--- config.mk ---
export PLATFORM = sky130hd
export DESIGN_NAME = mlft_ctrl
export DESIGN_NICKNAME = d
export VERILOG_FILES = /design/src/rtl/core/mlft_pkg.sv /design/src/rtl/core/mlft_ctrl.sv
export SDC_FILE = /design/constraint.sdc
export NUM_CORES = 1
export LEC_CHECK = 0
export BUFFER_PORTS_ARGS = -buffer_cell sky130_fd_sc_hd__buf_2
export CORE_AREA = 2 2 39 41
export CTS_CLUSTER_SIZE = 24
export DETAILED_ROUTE_END_ITERATION = 8
export DIE_AREA = 0 0 41 43
export SLEW_MARGIN = 15
export SYNTH_ARGS = -nofsm -noshare
export SYNTH_HDL_FRONTEND = slang
export SYNTH_SLANG_ARGS = --single-unit
export TNS_END_PERCENT = 10
--- constraint.sdc ---
create_clock -name clock -period 1.8 [get_ports clock]
set_input_delay 0.18 -clock clock [delete_from_list [all_inputs] [get_ports clock]]
set_output_delay 0.18 -clock clock [all_outputs]
set_load 0.01 [all_outputs]
--- src/rtl/core/mlft_pkg.sv ---
// shared constants, codes and controller/datapath interface types of the mac learning table
package mlft_pkg;

   // defaults for the top level parameters
   localparam int TABLE_ENTRIES_DEFAULT  = 256;
   localparam int DATAPATH_COUNT_DEFAULT = 16;
   localparam int PORT_BITS_DEFAULT      = 16;

   // fixed field widths
   localparam int DP_BITS       = 4;
   localparam int MAC_BITS      = 48;
   localparam int VID_BITS      = 12;
   localparam int SCOPE_BITS    = DP_BITS + 1 + VID_BITS;
   localparam int IN_PORT_BITS  = 16;
   localparam int BUF_BITS      = 32;
   localparam int TIMEOUT_BITS  = 16;
   localparam int ACTION_BITS   = 2;
   localparam int REQ_DATA_BITS = 168;
   localparam int RSP_DATA_BITS = 136;
   localparam int MCAST_BIT     = 40;

   localparam logic [TIMEOUT_BITS-1:0] TIMEOUT_RESET = 16'd15;

   typedef enum logic {
      OP_PACKET = 1'b0,
      OP_CLOSE  = 1'b1
   } op_type;

   typedef enum logic [ACTION_BITS-1:0] {
      ACT_DROP       = 2'd0,
      ACT_FLOOD      = 2'd1,
      ACT_FORWARD    = 2'd2,
      ACT_CLOSE_DONE = 2'd3
   } action_type;

   // controller to datapath
   typedef struct packed {
      logic load;    // capture the request
      logic clear;   // write an empty entry at the sweep address
      logic scan;    // read the entry at the sweep address
      logic learn;   // write the source entry
      logic finish;  // load the response register
   } cmd_type;

   // datapath to controller
   typedef struct packed {
      logic skip;       // request needs no table scan
      logic is_close;   // request is a datapath close
      logic addr_last;  // sweep address is the last entry
      logic out_free;   // response register can take a new response
   } sts_type;

endpackage

--- src/rtl/core/mlft_ctrl.sv ---
// controller state machine of the mac learning table
module mlft_ctrl (
   input  logic              clock,
   input  logic              reset,
   input  logic              req_tvalid,
   output logic              req_tready,
   input  mlft_pkg::sts_type sts,
   output mlft_pkg::cmd_type cmd
);

   typedef enum logic [5:0] {
      ST_CLEAR  = 6'b000001,
      ST_IDLE   = 6'b000010,
      ST_SCAN   = 6'b000100,
      ST_DRAIN  = 6'b001000,
      ST_LEARN  = 6'b010000,
      ST_FINISH = 6'b100000
   } state_type;

   state_type state_ff;
   state_type state_in;

   always_comb begin
      state_in   = state_ff;
      cmd        = '0;
      req_tready = 1'b0;
      case (state_ff)
         ST_CLEAR: begin
            cmd.clear = 1'b1;
            if (sts.addr_last) begin
               state_in = ST_IDLE;
            end
         end
         ST_IDLE: begin
            req_tready = 1'b1;
            if (req_tvalid) begin
               cmd.load = 1'b1;
               state_in = ST_SCAN;
            end
         end
         ST_SCAN: begin
            if (sts.skip) begin
               state_in = ST_FINISH;
            end else begin
               cmd.scan = 1'b1;
               if (sts.addr_last) begin
                  state_in = ST_DRAIN;
               end
            end
         end
         ST_DRAIN: begin
            // last read data is evaluated in this cycle
            if (sts.is_close) begin
               state_in = ST_FINISH;
            end else begin
               state_in = ST_LEARN;
            end
         end
         ST_LEARN: begin
            cmd.learn = 1'b1;
            state_in  = ST_FINISH;
         end
         ST_FINISH: begin
            if (sts.out_free) begin
               cmd.finish = 1'b1;
               state_in   = ST_IDLE;
            end
         end
         default: begin
            state_in = ST_CLEAR;
         end
      endcase
   end

   always_ff @(posedge clock) begin
      if (reset) begin
         state_ff <= ST_CLEAR;
      end else begin
         state_ff <= state_in;
      end
   end

endmodule

==> flow_metrics.py <==
metrics = {
    "run_status": {
        "outcome": "complete, but fails checks",
        "violations": "setup timing",
    },
    "hold_path": {
        "hold_path_class": "input pin to flop",
        "holdPathStages": 2,
    },
    "routing": {
        "drc": 0,
        "wire_per_inst_um": 11.7,
        "drtAntennaViolNets": 0,
        "viasPerCell": 5.17,
        "drtIter0Drc": 13,
        "firstDrtPassIters": 4,
        "totalWireLength_um": 1030,
        "vias": 455,
    },
    "timing": {
        "max_freq_ghz": 0.521,
        "fin_skew_ps": 2.53,
        "fin_setup_tns_ps": -179,
        "rsz0062_at_grt": "yes",
        "fin_crit_sh": 1.07,
        "final_max_slew_viol_count": 0,
        "fin_ws_ps": -120,
        "hold_violations": 0,
        "layout_min_cycle_time_ps": 1920,
        "max_slew.worst_pin.slew_ps": 245,
        "slew_headroom": 0.836,
        "setup_viol": 3,
    },
    "power": {
        "ir_drop_v": 0.000755,
        "p_per_area_mw_per_mm2": 1050,
        "p_total_mw": 0.610,
        "cellLeakagePower_nw": 0.260,
    },
    "die": {
        "num_rows": 14,
        "dieArea_mm2": 0.00176,
        "pin_count": 13,
        "chipWidth_um": 41,
        "start_util": 0.288,
        "core_mm2": 0.00138,
        "dieHeight_um": 43,
    },
    "finish": {
        "stdcell_area_um2": 581,
        "fin_nets": 81,
        "largest_register_ffs": 6,
        "insertedDiodeCount": 0,
        "finish.utilization": 0.420,
        "syn2layout_area_growth_pct": 45.9,
        "reg_top3": "state_ff x6",
        "regMostFlops": "state_ff",
        "mostFrequentLayoutCell": "buf_2",
        "final_cell_mix": "buf_2 (11), buf_4 (7), nor2_1 (6), nand2_1 (5), a21oi_1 (4)",
        "final_layout_size_suffix_gt1_frac": 0.472,
    },
    "worst_setup_path": {
        "crit_cells": 4,
        "r2r_cells": 4,
        "cpLargestDelayFamily": "simple AND/OR/NAND/NOR gates",
        "critical_path_class": "flop to output pin",
        "crit_slowest_cell": "or4_4",
        "path_cells": "or4_4, or4_4, inv_2, buf_6",
        "crit_buf_inv": 2,
        "cp.arrival_ps": 1740,
        "required_ps": 1620,
        "end_kind": "output pin",
        "crit_top_cell": "or4_4",
        "cp_max_fo": 4,
        "crit_path_max_incr_delay_ps": 550,
        "start_kind": "flop",
    },
    "global_route": {
        "grt_pass1_wl_um": 1720,
        "grt.total_usage": 0.152,
        "grt_max_degree": 9,
        "gr-total-overflow": 0,
        "grt_pass1_vias": 420,
        "grt_antenna_before_repair": 0,
    },
    "synthesis": {
        "ys_warn_count": 0,
        "avgSynthCellArea_um2": 7.65,
        "syn_inst": 52,
        "synth_nets": 59,
        "yosysSeqAreaShare": 0.302,
        "synthesis.area_um2": 398,
        "synth.distinct_cells": 25,
        "ys_seq_elements": 6,
    },
    "clock_tree": {
        "clock_latency_ps": 250,
        "cts_tree": "done",
        "root_buffer": "clkbuf_4",
        "cts_setup_buffers": 0,
        "hold_buffers": 0,
        "clock_path_buffers": 2,
        "cts-buffers-inserted": 3,
        "cts.sinks": 6,
        "clk_pin_slew_worst_paths_ps": 40,
        "htreeDepth": 1,
    },
    "placement": {
        "dp_hpwl_um": 755,
        "io_buffers": 12,
        "place_congestion": 0.831,
        "place_area_um2": 518,
    },
    "flow_run": {
        "cap_violations": 0,
    },
}
area by class of cell:
cell class,count,area [um2]
inverter,4,15.0
clock buffer,3,22.5
sequential,6,124
timing repair buffer,19,119
multi-input combinational,40,280
tap,16,20.0
fill,138,803
worst register-to-register path, delay by kind of cell, from the launching register on:
kind | cells | cell delay (ps)
AO/OA/AOI/OAI | 2 | 420
flip-flops | 1 | 310
AND/OR/NAND/NOR | 2 | 1020
metrics by stage:
stage | instances | hold WS (ps) | worst slack [ps]
after floorplan | 52 | 256 | -14.5
after global placement | 85 | 366 | 31.2
after detailed placement | 85 | 369 | 0.761
after CTS | 88 | 105 | -114
after global routing | 88 | 93.2 | -159
final | 88 | 97.8 | -120
final timing paths:
kind / start / endpoint / slack (ps)
worst min register to register: state_ff[4]$_SDFFE_PP0P_ / state_ff[4]$_SDFFE_PP0P_ / 540
worst min-delay path: sts[2] / state_ff[4]$_SDFFE_PP0P_ / 100
worst max-delay path: state_ff[4]$_SDFFE_PP0P_ / cmd[2] / -120
worst max register to register: state_ff[4]$_SDFFE_PP0P_ / state_ff[2]$_SDFFE_PP0P_ / 0
cell usage after synthesis:
library cell | count | area (um2)
a21oi_1 | 4 | 20.0
a211o_1 | 1 | 8.76
nand4b_1 | 1 | 8.76
inv_1 | 4 | 15.0
nand2b_1 | 2 | 12.5
xor2_1 | 1 | 8.76
nor2_1 | 6 | 22.5
a21oi_2 | 1 | 8.76
nor4_1 | 2 | 12.5
nor3_1 | 1 | 5.00
or3b_2 | 1 | 8.76
nor3b_1 | 2 | 15.0
dfxtp_1 | 6 | 120
mux2i_1 | 1 | 10.0
buf_1 | 1 | 3.75
o21ai_0 | 3 | 15.0
a211oi_1 | 1 | 7.51
buf_6 | 1 | 11.3
nand3b_1 | 2 | 15.0
nand3_1 | 1 | 5.00
or4_4 | 2 | 22.5
nand2_1 | 5 | 18.8
or2_2 | 1 | 6.26
o221ai_1 | 1 | 8.76
or4_1 | 1 | 7.51
logic make-up (layout without fill, tap and decap cells):
family                    after synthesis  after routing  synth area share
AOI/OAI and AO/OA                      11             11             0.173
buffers and inverters                   6             26            0.0754
muxes                                   1              1            0.0252
and+or+nand+nor                        27             27             0.402
DFF                                     6              6             0.302
xor gates and xnor gates                1              1            0.0220
metal layers:
metal | routed length, um | vias up | part of all wire | global-route usage
met4 | 30 | 0 | 0.029 | 0.0867
li1 | - | 226 | - | -
met5 | 0 | - | 0 | 0
met1 | 440 | 207 | 0.43 | 0.187
met2 | 498 | 18 | 0.48 | 0.194
met3 | 61 | 4 | 0.059 | 0.0942
what timing repair did:
item | CTS | global route
setup endpoints to repair | 6 | 6
hold endpoints to repair | 0 | 0
pin swaps | 0 | 2
gates resized for setup | 5 | 5
report_power, final:
group	switching, mW	total [mW]	internal, mW
Clock	0.0490	0.124	0.0754
Combinational	0.159	0.311	0.152
Sequential	0.0178	0.175	0.157
Note: power is estimated with default switching activity, not from simulation.
